--- src/fcps_pkg.sv ---
// ----------------------------------------------------------------------------
// fcps_pkg
// shared types and constants for the filled circle pixel stream
// ----------------------------------------------------------------------------
package fcps_pkg;

    // screen geometry
    localparam int SCREEN_WIDTH  = 240;
    localparam int SCREEN_HEIGHT = 320;

    // field widths
    localparam int COL_W   = 8;
    localparam int ROW_W   = 9;
    localparam int RAD_W   = 9;
    localparam int COLOR_W = 16;
    localparam int RR_W    = 2 * RAD_W;
    localparam int KIND_W  = 2;

    // packed request data: center_x, center_y, radius, fill_color from bit 0 up
    localparam int S_DATA_USED = COL_W + ROW_W + RAD_W + COLOR_W;
    localparam int S_DATA_W    = ((S_DATA_USED + 7) / 8) * 8;

    localparam logic [COLOR_W-1:0] BG_COLOR_RESET = 16'hFFFF;

    // request operation
    typedef enum logic {
        OP_START   = 1'b0,
        OP_ADVANCE = 1'b1
    } op_t;

    // bus word kind
    typedef enum logic [KIND_W-1:0] {
        KIND_DATA   = 2'd0,
        KIND_COLSET = 2'd1,
        KIND_ROWSET = 2'd2,
        KIND_RAMWR  = 2'd3
    } kind_t;

    // position in the word sequence of one circle
    typedef enum logic [3:0] {
        PH_IDLE,
        PH_COLSET,
        PH_COL_LH,
        PH_COL_LL,
        PH_COL_RH,
        PH_COL_RL,
        PH_ROWSET,
        PH_ROW_TH,
        PH_ROW_TL,
        PH_ROW_BH,
        PH_ROW_BL,
        PH_RAMWR,
        PH_PIXEL
    } phase_t;

endpackage

--- src/fcps_span_clamp.sv ---
// ----------------------------------------------------------------------------
// fcps_span_clamp
// clamps center-radius..center+radius into 0..max_pos, low bound never above high
// ----------------------------------------------------------------------------
module fcps_span_clamp (
    input  logic [fcps_pkg::ROW_W-1:0] center,
    input  logic [fcps_pkg::RAD_W-1:0] radius,
    input  logic [fcps_pkg::ROW_W-1:0] max_pos,
    output logic [fcps_pkg::ROW_W-1:0] lo,
    output logic [fcps_pkg::ROW_W-1:0] hi
);
    import fcps_pkg::*;

    localparam int SW = ROW_W + 3;

    logic signed [SW-1:0] lo_raw;
    logic signed [SW-1:0] hi_raw;
    logic signed [SW-1:0] max_s;
    logic [ROW_W-1:0]     lo_c;
    logic [ROW_W-1:0]     hi_c;

    assign max_s  = $signed({{(SW-ROW_W){1'b0}}, max_pos});
    assign lo_raw = $signed({{(SW-ROW_W){1'b0}}, center})
                  - $signed({{(SW-RAD_W){1'b0}}, radius});
    assign hi_raw = $signed({{(SW-ROW_W){1'b0}}, center})
                  + $signed({{(SW-RAD_W){1'b0}}, radius});

    always_comb begin
        priority if (lo_raw < 0) begin
            lo_c = '0;
        end else if (lo_raw > max_s) begin
            lo_c = max_pos;
        end else begin
            lo_c = lo_raw[ROW_W-1:0];
        end

        priority if (hi_raw < 0) begin
            hi_c = '0;
        end else if (hi_raw > max_s) begin
            hi_c = max_pos;
        end else begin
            hi_c = hi_raw[ROW_W-1:0];
        end

        hi = hi_c;
        lo = (lo_c > hi_c) ? hi_c : lo_c;
    end

endmodule

--- src/fcps_pixel_test.sv ---
// ----------------------------------------------------------------------------
// fcps_pixel_test
// inside test dx*dx + dy*dy < r*r for the current scan position
// ----------------------------------------------------------------------------
module fcps_pixel_test (
    input  logic [fcps_pkg::COL_W-1:0] scan_col,
    input  logic [fcps_pkg::ROW_W-1:0] scan_row,
    input  logic [fcps_pkg::COL_W-1:0] center_x,
    input  logic [fcps_pkg::ROW_W-1:0] center_y,
    input  logic [fcps_pkg::RR_W-1:0]  radius_sq,
    output logic                       in_circle
);
    import fcps_pkg::*;

    localparam int SUM_W = 2 * ROW_W + 1;

    logic [COL_W-1:0]   abs_dx;
    logic [ROW_W-1:0]   abs_dy;
    logic [2*COL_W-1:0] dx_sq;
    logic [2*ROW_W-1:0] dy_sq;
    logic [SUM_W-1:0]   dist_sq;

    // magnitudes first, so the squares are plain unsigned products
    assign abs_dx    = (scan_col >= center_x) ? (scan_col - center_x) : (center_x - scan_col);
    assign abs_dy    = (scan_row >= center_y) ? (scan_row - center_y) : (center_y - scan_row);
    assign dx_sq     = (2*COL_W)'(abs_dx) * (2*COL_W)'(abs_dx);
    assign dy_sq     = (2*ROW_W)'(abs_dy) * (2*ROW_W)'(abs_dy);
    assign dist_sq   = SUM_W'(dx_sq) + SUM_W'(dy_sq);
    assign in_circle = dist_sq < SUM_W'(radius_sq);

endmodule

--- src/filled_circle_pixel_stream.sv ---
// ----------------------------------------------------------------------------
// filled_circle_pixel_stream
// turns circle requests into a display-bus word stream: window setup
// commands and address bytes, then one color per window pixel
// ----------------------------------------------------------------------------
//
// channel   direction  handshake          payload
// s_*       in         s_tvalid/s_tready  s_tuser operation, s_tdata circle
// m_*       out        m_tvalid/m_tready  m_tuser word kind, m_tdata value,
//                                         m_tlast final pixel word
// cfg_*     in         cfg_wr_en          cfg_wr_data background color
//
// each request is held in the input register, where the word logic works on
// it, and its word is written into the result register, which drives m_*;
// one request is taken per cycle when m_tready stays high, and the pixel
// test is combinational (two narrow squares, an add and a compare)
// start requests and advance requests while idle give no word
// reset clears the handshake valids and the sequencer; background color
// returns to 0xffff
// m_tready low holds the result register and, through it, the input side
// ----------------------------------------------------------------------------
module filled_circle_pixel_stream (
    input  logic                               aclk,
    input  logic                               aresetn,
    // request channel
    input  logic                               s_tvalid,
    output logic                               s_tready,
    // center_x[7:0], center_y[16:8], radius[25:17], fill_color[41:26], zero fill
    input  logic [fcps_pkg::S_DATA_W-1:0]      s_tdata,
    // operation[0]
    input  logic                               s_tuser,
    // word channel
    output logic                               m_tvalid,
    input  logic                               m_tready,
    // word_value[15:0]
    output logic [fcps_pkg::COLOR_W-1:0]       m_tdata,
    // word_kind[1:0]
    output logic [fcps_pkg::KIND_W-1:0]        m_tuser,
    output logic                               m_tlast,
    // background color register
    input  logic                               cfg_wr_en,
    input  logic [fcps_pkg::COLOR_W-1:0]       cfg_wr_data
);
    import fcps_pkg::*;

    localparam logic [ROW_W-1:0] COL_MAX = ROW_W'(SCREEN_WIDTH - 1);
    localparam logic [ROW_W-1:0] ROW_MAX = ROW_W'(SCREEN_HEIGHT - 1);

    // background color register
    logic [COLOR_W-1:0] bg_color_reg;

    // input register stage
    logic               in_valid_reg;
    op_t                in_op_reg;
    logic [COL_W-1:0]   in_cx_reg;
    logic [ROW_W-1:0]   in_cy_reg;
    logic [RAD_W-1:0]   in_radius_reg;
    logic [COLOR_W-1:0] in_color_reg;

    // sequencer state
    phase_t             phase_reg, phase_next;
    logic [COL_W-1:0]   scan_col_reg, scan_col_next;
    logic [ROW_W-1:0]   scan_row_reg, scan_row_next;
    logic [COL_W-1:0]   left_col_reg, left_col_next;
    logic [COL_W-1:0]   right_col_reg, right_col_next;
    logic [ROW_W-1:0]   top_row_reg, top_row_next;
    logic [ROW_W-1:0]   bottom_row_reg, bottom_row_next;
    logic [COL_W-1:0]   held_cx_reg, held_cx_next;
    logic [ROW_W-1:0]   held_cy_reg, held_cy_next;
    logic [RR_W-1:0]    held_rr_reg, held_rr_next;
    logic [COLOR_W-1:0] held_color_reg, held_color_next;

    // result register
    logic               m_valid_reg, m_valid_next;
    kind_t              m_kind_reg;
    logic [COLOR_W-1:0] m_value_reg;
    logic               m_last_reg;

    // word logic
    logic               out_free;
    logic               fire;
    logic               is_start;
    logic               produce;
    logic               in_circle;
    logic               row_end;
    logic               col_end;
    kind_t              word_kind;
    logic [COLOR_W-1:0] word_value;
    logic               word_last;
    logic [ROW_W-1:0]   win_left, win_right, win_top, win_bottom;
    logic [COLOR_W-1:0] left_w, right_w, top_w, bottom_w;

    // result register frees when empty or taken this cycle
    assign out_free = !m_valid_reg || m_tready;
    assign fire     = in_valid_reg && out_free;
    assign is_start = (in_op_reg == OP_START);
    assign produce  = fire && !is_start && (phase_reg != PH_IDLE);
    assign s_tready = !in_valid_reg || out_free;

    // window of the request in the input register
    fcps_span_clamp u_col_clamp (
        .center  ({1'b0, in_cx_reg}),
        .radius  (in_radius_reg),
        .max_pos (COL_MAX),
        .lo      (win_left),
        .hi      (win_right)
    );

    fcps_span_clamp u_row_clamp (
        .center  (in_cy_reg),
        .radius  (in_radius_reg),
        .max_pos (ROW_MAX),
        .lo      (win_top),
        .hi      (win_bottom)
    );

    fcps_pixel_test u_pixel_test (
        .scan_col  (scan_col_reg),
        .scan_row  (scan_row_reg),
        .center_x  (held_cx_reg),
        .center_y  (held_cy_reg),
        .radius_sq (held_rr_reg),
        .in_circle (in_circle)
    );

    assign row_end = scan_row_reg >= bottom_row_reg;
    assign col_end = scan_col_reg >= right_col_reg;

    // address bytes, high byte first
    assign left_w   = COLOR_W'(left_col_reg);
    assign right_w  = COLOR_W'(right_col_reg);
    assign top_w    = COLOR_W'(top_row_reg);
    assign bottom_w = COLOR_W'(bottom_row_reg);

    // next state of the sequencer
    always_comb begin
        phase_next      = phase_reg;
        scan_col_next   = scan_col_reg;
        scan_row_next   = scan_row_reg;
        left_col_next   = left_col_reg;
        right_col_next  = right_col_reg;
        top_row_next    = top_row_reg;
        bottom_row_next = bottom_row_reg;
        held_cx_next    = held_cx_reg;
        held_cy_next    = held_cy_reg;
        held_rr_next    = held_rr_reg;
        held_color_next = held_color_reg;

        if (fire && is_start) begin
            // a start drops any circle in progress
            phase_next      = PH_COLSET;
            left_col_next   = win_left[COL_W-1:0];
            right_col_next  = win_right[COL_W-1:0];
            top_row_next    = win_top;
            bottom_row_next = win_bottom;
            scan_col_next   = win_left[COL_W-1:0];
            scan_row_next   = win_top;
            held_cx_next    = in_cx_reg;
            held_cy_next    = in_cy_reg;
            held_rr_next    = RR_W'(in_radius_reg) * RR_W'(in_radius_reg);
            held_color_next = in_color_reg;
        end else if (produce) begin
            unique case (phase_reg)
                PH_COLSET: phase_next = PH_COL_LH;
                PH_COL_LH: phase_next = PH_COL_LL;
                PH_COL_LL: phase_next = PH_COL_RH;
                PH_COL_RH: phase_next = PH_COL_RL;
                PH_COL_RL: phase_next = PH_ROWSET;
                PH_ROWSET: phase_next = PH_ROW_TH;
                PH_ROW_TH: phase_next = PH_ROW_TL;
                PH_ROW_TL: phase_next = PH_ROW_BH;
                PH_ROW_BH: phase_next = PH_ROW_BL;
                PH_ROW_BL: phase_next = PH_RAMWR;
                PH_RAMWR:  phase_next = PH_PIXEL;
                PH_PIXEL: begin
                    // column-major scan, rows inner
                    if (row_end) begin
                        scan_row_next = top_row_reg;
                        if (col_end) begin
                            phase_next = PH_IDLE;
                        end else begin
                            scan_col_next = scan_col_reg + 1'b1;
                        end
                    end else begin
                        scan_row_next = scan_row_reg + 1'b1;
                    end
                end
                default: phase_next = phase_reg;
            endcase
        end
    end

    // word for the current phase
    always_comb begin
        word_kind  = KIND_DATA;
        word_value = '0;
        word_last  = 1'b0;
        unique case (phase_reg)
            PH_COLSET: word_kind  = KIND_COLSET;
            PH_COL_LH: word_value = {8'h00, left_w[15:8]};
            PH_COL_LL: word_value = {8'h00, left_w[7:0]};
            PH_COL_RH: word_value = {8'h00, right_w[15:8]};
            PH_COL_RL: word_value = {8'h00, right_w[7:0]};
            PH_ROWSET: word_kind  = KIND_ROWSET;
            PH_ROW_TH: word_value = {8'h00, top_w[15:8]};
            PH_ROW_TL: word_value = {8'h00, top_w[7:0]};
            PH_ROW_BH: word_value = {8'h00, bottom_w[15:8]};
            PH_ROW_BL: word_value = {8'h00, bottom_w[7:0]};
            PH_RAMWR:  word_kind  = KIND_RAMWR;
            PH_PIXEL: begin
                word_value = in_circle ? held_color_reg : bg_color_reg;
                word_last  = row_end && col_end;
            end
            default: word_kind = KIND_DATA;
        endcase
    end

    // result register keeps its word until taken
    assign m_valid_next = out_free ? produce : m_valid_reg;

    always_ff @(posedge aclk) begin
        if (!aresetn) begin
            bg_color_reg <= BG_COLOR_RESET;
        end else if (cfg_wr_en) begin
            bg_color_reg <= cfg_wr_data;
        end
    end

    // input register stage
    always_ff @(posedge aclk) begin
        if (!aresetn) begin
            in_valid_reg <= 1'b0;
        end else if (s_tready) begin
            in_valid_reg <= s_tvalid;
        end
    end

    always_ff @(posedge aclk) begin
        if (s_tready && s_tvalid) begin
            in_op_reg     <= op_t'(s_tuser);
            in_cx_reg     <= s_tdata[COL_W-1:0];
            in_cy_reg     <= s_tdata[COL_W +: ROW_W];
            in_radius_reg <= s_tdata[COL_W+ROW_W +: RAD_W];
            in_color_reg  <= s_tdata[COL_W+ROW_W+RAD_W +: COLOR_W];
        end
    end

    // sequencer and held circle
    always_ff @(posedge aclk) begin
        if (!aresetn) begin
            phase_reg      <= PH_IDLE;
            scan_col_reg   <= '0;
            scan_row_reg   <= '0;
            left_col_reg   <= '0;
            right_col_reg  <= '0;
            top_row_reg    <= '0;
            bottom_row_reg <= '0;
            held_cx_reg    <= '0;
            held_cy_reg    <= '0;
            held_rr_reg    <= '0;
            held_color_reg <= '0;
        end else begin
            phase_reg      <= phase_next;
            scan_col_reg   <= scan_col_next;
            scan_row_reg   <= scan_row_next;
            left_col_reg   <= left_col_next;
            right_col_reg  <= right_col_next;
            top_row_reg    <= top_row_next;
            bottom_row_reg <= bottom_row_next;
            held_cx_reg    <= held_cx_next;
            held_cy_reg    <= held_cy_next;
            held_rr_reg    <= held_rr_next;
            held_color_reg <= held_color_next;
        end
    end

    // result register
    always_ff @(posedge aclk) begin
        if (!aresetn) begin
            m_valid_reg <= 1'b0;
        end else begin
            m_valid_reg <= m_valid_next;
        end
    end

    always_ff @(posedge aclk) begin
        if (produce) begin
            m_kind_reg  <= word_kind;
            m_value_reg <= word_value;
            m_last_reg  <= word_last;
        end
    end

    assign m_tvalid = m_valid_reg;
    assign m_tuser  = m_kind_reg;
    assign m_tdata  = m_value_reg;
    assign m_tlast  = m_last_reg;

endmodule

--- config.mk ---
export PLATFORM = sky130hd
export DESIGN_NAME = filled_circle_pixel_stream
export DESIGN_NICKNAME = d
export VERILOG_FILES = /design/src/fcps_pkg.sv /design/src/fcps_span_clamp.sv /design/src/fcps_pixel_test.sv /design/src/filled_circle_pixel_stream.sv
export SDC_FILE = /design/constraint.sdc
export NUM_CORES = 1
export LEC_CHECK = 0
export BUFFER_PORTS_ARGS = -buffer_cell sky130_fd_sc_hd__buf_4
export CORE_MARGIN = 5
export CORE_UTILIZATION = 45
export DETAILED_ROUTE_END_ITERATION = 8
export GPL_TIMING_DRIVEN = 1
export PLACE_DENSITY_LB_ADDON = 0.25
export SKIP_LAST_GASP = 1
export SLEW_MARGIN = 20
export SYNTH_ARGS = -nofsm -noshare
export SYNTH_HDL_FRONTEND = slang
export SYNTH_SLANG_ARGS = --single-unit
--- constraint.sdc ---
create_clock -name aclk -period 28.1 [get_ports aclk]
set_input_delay 4.215 -clock aclk [delete_from_list [all_inputs] [get_ports aclk]]
set_output_delay 4.215 -clock aclk [all_outputs]
set_load 0.01 [all_outputs]
; ---- Word-level counts from Yosys, hierarchy flattened
; Cells that the tools add are included.
[op_classes]
eq_ne = 17
reduce_logical = 21
magnitude_cmp = 15
mul = 3
bitwise = 2
addsub = 11
muxes = 29
[ops]
columns = cell, n
row1 = $mux 9, 14
row2 = $pmux 16 s7, 1
row3 = $mux 8, 7
row4 = $pmux 4 s12, 1
row5 = $mul 9x9->18, 2
row6 = $lt 12x1->1 const B, 2
row7 = $eq 4x4->1 const B, 5
row8 = $lt 10x1->1 const B, 2
row9 = $add 16x18->19, 1
row10 = $lt 19x18->1, 1
row11 = $ge 9x9->1, 2
row12 = $gt 9x9->1, 2
row13 = $sub 9x9->9, 2
row14 = $eq 4x3->1 const B, 4
row15 = $ge 8x8->1, 2
row16 = $mul 8x8->16, 1
row17 = $mux 16, 1
row18 = $sub 8x8->8, 2
row19 = $reduce_bool 13->1, 1
row20 = $gt 12x10->1 const B, 1
row21 = $gt 12x9->1 const B, 1
row22 = $reduce_and 4->1, 3
row23 = $reduce_bool 12->1, 1
row24 = $add 8x9->10, 1
row25 = 23 further kinds, 38
[word_totals]
word_cells = 121
ff_bits = 186
out_inout_bits = 21
inputBits = 70

; ---- Logic depth before layout (Yosys ltp)
; Gate-level depths: netlist (run 1).
[logic_depth]
word_depth = 7
mapped_depth = 44
mapped_depth_nobuf = 42

; ---- Hierarchy
; A second synthesis (run 1) with hierarchy kept.
[unflattened]
hier_cells = 2291
area_unflattened_um2 = 19538.7
[by_module_without_submodules]
columns = module, area_per_inst_um2, cells_each, n_inst, seq_area_each_um2
row1 = filled_circle_pixel_stream, 9689.3, 1044, 1, 4324.1
row2 = fcps_pixel_test, 6155.9, 743, 1, 0.0
row3 = fcps_span_clamp, 1846.8, 252, 2, 0.0

; ---- Worst setup path before layout (run 1)
; Ideal clock, no wire load.
[synth_timing]
path_type = reg-to-reg
startpoint = register scan_col_reg[0]
endpoint = register m_value_reg[7] (netlist: m_tdata[7]) (data pin)
t_required_ns = 27.834
path_stages_with_launch = 44
arrival_time_ns = 9.739
synth_period_minus_slack_ns = 10.005
setup_ns = 0.266
path_slack_ns = 18.095
path_buffers = 2
cell_sequence = dfxtp_1 inv_1 ha_1 inv_1 fa_1 a21oi_1 o2111ai_1 a211oi_1 o21bai_4 buf_6 mux2i_1 a221oi_2 o2111a_1 a211o_2 xor2_2 nor2_1 fa_1 inv_1 [8 not listed] ha_1 a21o_1 a21oi_1 o21ai_0 o41a_1 a21o_1 a21oi_1 xnor2_1 ha_1 o21ai_0 a2111oi_0 a221oi_2 nor3b_2 o2111ai_1 nand2_4 buf_8 mux2i_1 o21ai_1
[synth_between]
elab_chain_cells = 7
[synth_lines]
columns = element, line_no
row1 = start: declaration, filled_circle_pixel_stream.sv:62  ; logic [COL_W-1:0] scan_col_reg, scan_col_next;
row2 = start signal: assignment, filled_circle_pixel_stream.sv:264  ; scan_col_reg <= scan_col_next;
row3 = $sub 8x8->8 / $ge 8x8->1 (equally long branches), fcps_pixel_test.sv:24  ; assign abs_dx = (scan_col >= center_x) ? (scan_col - center_x) : (center_x - scan_col);
row4 = $mux 8 (*), fcps_pixel_test.sv:24
row5 = $mul 8x8->16 (*), fcps_pixel_test.sv:26  ; assign dx_sq = (2*COL_W)'(abs_dx) * (2*COL_W)'(abs_dx);
row6 = $add 16x18->19 (*), fcps_pixel_test.sv:28  ; assign dist_sq = SUM_W'(dx_sq) + SUM_W'(dy_sq);
row7 = $lt 19x18->1 (*), fcps_pixel_test.sv:29  ; assign in_circle = dist_sq < SUM_W'(radius_sq);
row8 = $mux 16 (*), filled_circle_pixel_stream.sv:211  ; word_value = in_circle ? held_color_reg : bg_color_reg;
row9 = $pmux 16 s7 (*), filled_circle_pixel_stream.sv:198  ; unique case (phase_reg)
row10 = net word_value[7], filled_circle_pixel_stream.sv:88  ; logic [COLOR_W-1:0] word_value;
row11 = end signal: assignment, filled_circle_pixel_stream.sv:289  ; m_value_reg <= word_value;
row12 = end: declaration, filled_circle_pixel_stream.sv:76  ; logic [COLOR_W-1:0] m_value_reg;
; Mark *: on every way through the listed nets, which the timed path passes. The rest lies on a longest branch.
; A chain may end at the register's enable or synchronous reset.

; ---- Worst setup path after layout (run 1)
[layout_timing]
startpoint = register scan_col_reg[0]
endpoint = register m_value_reg[3] (netlist: m_tdata[3]) (data pin)
; The elaborated chain is that of the path after synthesis.

==> results of run 1 <==
per-layer routing:
layer | global-route usage | part of all wire
met3 | 0.0278 | 0.037
met2 | 0.343 | 0.49
met4 | 0.0417 | 0.014
met5 | 0 | 0
met1 | 0.278 | 0.46
worst register-to-register path: cells and delay by family, from the launching register on:
kind	cells	cell delay, ns
XOR/XNOR	2	0.55
AO/OA/AOI/OAI	18	4.04
adder cells (fa/ha/maj)	10	4.39
AND/OR/NAND/NOR	3	0.63
flip-flops	1	0.37
multiplexers	2	0.67
buffers and inverters	6	0.50
worst max-delay path by stage:
stage                     depth (start not counted)            start         end
final                                            41  scan_col_reg[0]  m_tdata[3]
after global routing                             41  scan_col_reg[0]  m_tdata[3]
after CTS                                        41  scan_col_reg[0]  m_tdata[3]
after detailed placement                         41  scan_col_reg[0]  m_tdata[3]
after global placement                           41  scan_col_reg[0]  m_tdata[3]
after floorplan                                  43  scan_col_reg[0]  m_tdata[7]
Yosys cell counts, types with 27 or more instances:
cell type,number
inv_1,285
ha_1,217
nand2_1,189
nor2_1,156
a21oi_1,144
fa_1,125
dfxtp_1,123
o21ai_0,63
edfxtp_1,62
xnor2_1,53
mux2i_1,49
clkbuf_1,45
a21o_1,36
and2_1,28
a211oi_1,27
xor2_1,27
kinds of logic (layout without fill, tap and decap cells):
group | after synthesis | in the layout | share of synthesized area
and+or+nand+nor | 523 | 523 | 0.136
other | 2 | 2 | 0.000429
AOI/OAI and AO/OA | 418 | 418 | 0.157
adders and majority gates | 342 | 342 | 0.298
xor gates and xnor gates | 85 | 85 | 0.0447
muxes | 64 | 64 | 0.0383
DFF | 185 | 185 | 0.247
buffers and inverters | 355 | 420 | 0.0777
final cells by class:
cell class / count / area share
clock buffers: 18 / 0.0224
clock inverters: 14 / 0.00614
inverters: 295 / 0.0578
multi-input cells: 1434 / 0.617
flip-flops and latches: 185 / 0.226
well taps: 518 / 0.0338
repair buffers: 93 / 0.0365
stage by stage:
stage | instance area [um2] | util | hold slack [ns] | setup slack (ns)
final | 19100 | 0.497 | 0.451 | 16.67
after global routing | 19100 | 0.497 | 0.470 | 15.94
after CTS | 19100 | 0.497 | 0.455 | 16.63
after detailed placement | 18600 | 0.482 | 0.447 | 16.73
after global placement | 18600 | 0.482 | 0.443 | 16.81
after floorplan | 17500 | - | 0.432 | 18.10
==> reports/qor.txt, run 1 <==
Overflow after GRT: 0
Core box area: 38,600 um2
Avg Inst Size Synth: 8.86 um2
Mapped Cells: 1,974
Synth area leaders: ha_1 (16%), fa_1 (14%), dfxtp_1 (14%)
Die height: 207 um
Number of global-route vias before repair: 13.7k
Slowest CP cell: fa_1
Starting Density: 0.454
Die area: 42,900 um2
Area Growth Syn to Fin: 9.46%
Avg WL per Cell: 16.9 um
Worst-path maximum fanout: 16
CP Buf/Inv Count: 6
H-tree Lvls: 4
Routability congestion estimate: 0.896
Synth Register Bits: 185
EDFF count, synth: 62
CTS Buf Count: 17
Clk pin slew, worst setup/hold paths: 0.08 ns
Worst Hold Endpoint: held_rr_reg[10]
Die X: 207 um
ANT cells: 0
Worst EP arrival: 11.61 ns
HP Class: flip-flop to flip-flop
Initial detailed-routing violation count: 639
Worst Reg-to-Reg Cells: 41
Worst Path Required: 28.27 ns
Share of post-route cells with drive strength above 1: 0.0853
Overall Global Routing Usage: 0.202
Syn. warnings: 0
Final Slew Violations: 0
Post-route antenna net violation count: 0
Primary FF master, synth: dfxtp_1
Row Count: 72
Minimum clock period: 11.43 ns
Rel. slew slack: 0.308
Post-CTS Resized: 0
Postcts setup bufs: 0
Most common library cell in the layout ignoring fill and taps: inv_1
Multi-input logic area: 11,800 um2
Final hold vios: 0
Hold buffers post-CTS: 0
Via/cell ratio: 5.32
Endpoint class of the critical path: flip-flop
Min-delay src: held_rr_reg[10]
Fmax: 0.0875 GHz
Post-Layout Cell Count: 2,557
Sum Neg Setup Slack: 0 ns
Share of the synthesized area in the top cell type: 0.155
Syn Nets: 2,386
First-pass GRT wire length: 71,500 um
Port Buffers: 84
Final wirelength: 43,300 um
Longest Clk Path Bufs: 2
Sequential Area: 4320 um2
Cells after DPL: 2,525
Setup Skew: 0.0161 ns
Vias post-DR: 13.6k
Worst R2R Start: scan_col_reg[0]
Mapped Area: 17,500 um2
Filler Cells Inserted: 3,675
CTS tree: yes
CP max stage delay: 0.57 ns
Crit share post-route: 0.407
Clk sinks: 185
Final net count: 2,438
Worst R2R End: m_tdata[3]
Netlist cell types: 91
Initial antenna violation count: 0
Slew @ Worst Pin: 1.03 ns
RSZ-0062 raised after global routing: false
Worst path top cell family by delay: adder cells
First-pass DRT Iterations: 5
Finish-stage setup viols: 0
Largest register FFs: 17
DRC violations left: 0
Crit path top cell by count: fa_1
Dpl hpwl: 34,500 um
Max-cap violations: 0
I/O pin count: 91
Register area share after synthesis: 0.247
Hold Crit Depth: 2
Most frequent cells in the layout: inv_1 (284), ha_1 (217), nand2_1 (189)
Worst skew pair latency: 0.45 ns
Setup CP Type: flip-flop to flip-flop
Root Buffer: clkbuf_16
Reg-to-reg slack, setup: 16.67 ns
Asr flop ratio synth: 0
Area leader, netlist: ha_1
Outcome: finished clean
CP startpoint kind: flip-flop
Largest net degree at the start of global routing: 78
Power of run 1 is not shown: default switching activity piles up to over one toggle a cycle in this logic, so the estimate is an artifact.
==> run 2, diff against run 1 <==
==> constraint.sdc (replaced) <==
create_clock -name aclk -period 9.3 [get_ports aclk]
set_input_delay 1.395 -clock aclk [delete_from_list [all_inputs] [get_ports aclk]]
set_output_delay 1.395 -clock aclk [all_outputs]
set_load 0.01 [all_outputs]
==> reports/qor.txt, run 2 (synthesis results as in run 1) <==
Outcome: finished, violations left
Failing checks: setup timing
HP Class: flip-flop to flip-flop
ANT cells: 0 (unchanged)
Die X: 207 um (unchanged)
H-tree Lvls: 4 (unchanged)
Number of global-route vias before repair: 14.5k (+6.4%)
Sum Neg Setup Slack: -9.56 ns (-9.56 ns)
First-pass DRT Iterations: 5 (unchanged)
Filler Cells Inserted: 3,614 (-1.7%)
Worst EP arrival: 10.11 ns (-1.50 ns)
Final Slew Violations: 0 (unchanged)
Initial antenna violation count: 0 (unchanged)
Hold Crit Depth: 2 (unchanged)
Longest Clk Path Bufs: 2 (unchanged)
Vias post-DR: 14.3k (+4.9%)
Routability congestion estimate: 0.892 (-0.48%)
Die height: 207 um (unchanged)
Setup CP Type: flip-flop to flip-flop
Slowest CP cell: fa_2
Min-delay src: held_rr_reg[3]
Worst R2R End: m_tdata[0]
Crit path top cell by count: fa_1
Worst skew pair latency: 0.46 ns (about the same)
Row Count: 72 (unchanged)
CTS Buf Count: 17 (unchanged)
Largest net degree at the start of global routing: 74 (-5.1%)
Most frequent cells in the layout: inv_1 (280), buf_4 (267), ha_1 (210)
CTS tree: yes
Worst Path Required: 9.47 ns (-18.80 ns)
Final wirelength: 45,600 um (+5.4%)
Final hold vios: 0 (unchanged)
RSZ-0062 raised after global routing: true
Avg WL per Cell: 16.7 um (-1.5%)
Hold buffers post-CTS: 0 (unchanged)
Endpoint class of the critical path: flip-flop
Post-route antenna net violation count: 0 (unchanged)
Worst Reg-to-Reg Cells: 44 (+7.3%)
Final WS setup: -0.634 ns (-17.30 ns)
Finished Cell Area: 20,800 um2 (+8.9%)
Share of post-route cells with drive strength above 1: 0.180 (+0.0946)
Final net count: 2,616 (+7.3%)
I/O pin count: 91 (unchanged)
CP max stage delay: 0.57 ns (about the same)
Clk pin slew, worst setup/hold paths: 0.07 ns (about the same)
Max-cap violations: 0 (unchanged)
CP startpoint kind: flip-flop
Finish-stage setup viols: 16 (+16)
Setup Skew: 0.0226 ns (+0.00651 ns)
Worst Hold Endpoint: held_rr_reg[3]
Dpl hpwl: 36,500 um (+5.8%)
Via/cell ratio: 5.21 (-1.9%)
Crit share post-route: 1.07 (+0.661)
Initial detailed-routing violation count: 760 (+19%)
Placed cell areas: 20,000 um2 (+7.3%)
DRC violations left: 0 (unchanged)
Fmax: 0.101 GHz (+15%)
Port Buffers: 84 (unchanged)
Root Buffer: clkbuf_16
Core box area: 38,600 um2 (unchanged)
Reg-to-reg slack, setup: -0.63 ns (-17.30 ns)
Area Growth Syn to Fin: 19.2%
Starting Density: 0.454 (unchanged)
Overall Global Routing Usage: 0.211 (+0.00862)
Minimum clock period: 9.93 ns (-1.50 ns)
Clk sinks: 185 (unchanged)
Worst-path maximum fanout: 8 (-8)
Rel. slew slack: 0.345 (+0.0360)
Overflow after GRT: 0 (unchanged)
Largest register FFs: 17 (unchanged)
Die area: 42,900 um2 (unchanged)
Most common library cell in the layout ignoring fill and taps: inv_1
Slew @ Worst Pin: 0.977 ns (-0.0532 ns)
Worst R2R Start: scan_col_reg[0]
First-pass GRT wire length: 74,800 um (+4.6%)
## run 2: worst max-delay path, delay by kind of cell, from the launching register on
kind | cells | cell delay, ns
mux | 2 | 0.38
xor+xnor | 2 | 0.33
flops | 1 | 0.32
simple gates | 3 | 0.34
compound gates | 18 | 3.45
buf+inv | 9 | 0.81
fa+ha+maj | 10 | 4.01
## run 2: worst max-delay path by stage
stage,cells past startpoint,start,to,slack [ns]
2_1_floorplan,39,scan_row_reg[1],m_tdata[7],0.0006
3_3_place_gp,41,scan_col_reg[0],m_tdata[3],-0.53
3_5_place_dp,42,scan_col_reg[0],m_tdata[1],-0.71
4_1_cts,44,scan_col_reg[0],m_tdata[1],-0.64
5_1_grt,44,scan_col_reg[0],m_tdata[0],-0.98
6_report,44,scan_col_reg[0],m_tdata[0],-0.63
## run 2: per-layer routing
metal | track usage | wire length, um
met4 | 0.0531 | 949
met3 | 0.0286 | 1720
met5 | 0 | 0
met1 | 0.292 | 21500
met2 | 0.350 | 21500
## run 2: per-stage QoR
| step | hold slack [ns] | utilization | worst slack, ns | cells |
|---|---|---|---|---|
| finish | 0.455 | 0.541 | -0.634 | 2735 |
| global route | 0.472 | 0.541 | -0.981 | 2735 |
| CTS | 0.455 | 0.537 | -0.645 | 2728 |
| detailed placement | 0.446 | 0.518 | -0.710 | 2684 |
| global placement | 0.441 | 0.518 | -0.529 | 2684 |
| floorplan | 0.432 | - | 0.000624 | 1974 |
## run 2: layout make-up
type                            count  area (um2)  share of cell area
Multi-Input combinational cell   1434       12100               0.580
Sequential cell                   185        4330               0.207
Timing Repair Buffer              271        2070              0.0994
Inverter                          295        1110              0.0531
Tap cell                          518         648              0.0311
Clock buffer                       17         425              0.0204
Clock inverter                     15         174             0.00834
## run 2: timing repair
action                                  CTS  global route
gates cloned                              0             1
resized for setup                         9            21
endpoints found under the setup margin   16            16
buffers inserted                         12             7
pin swaps                                 9            22
hold endpoints to repair                  0             0
Power of run 2 is left out for the same reason.
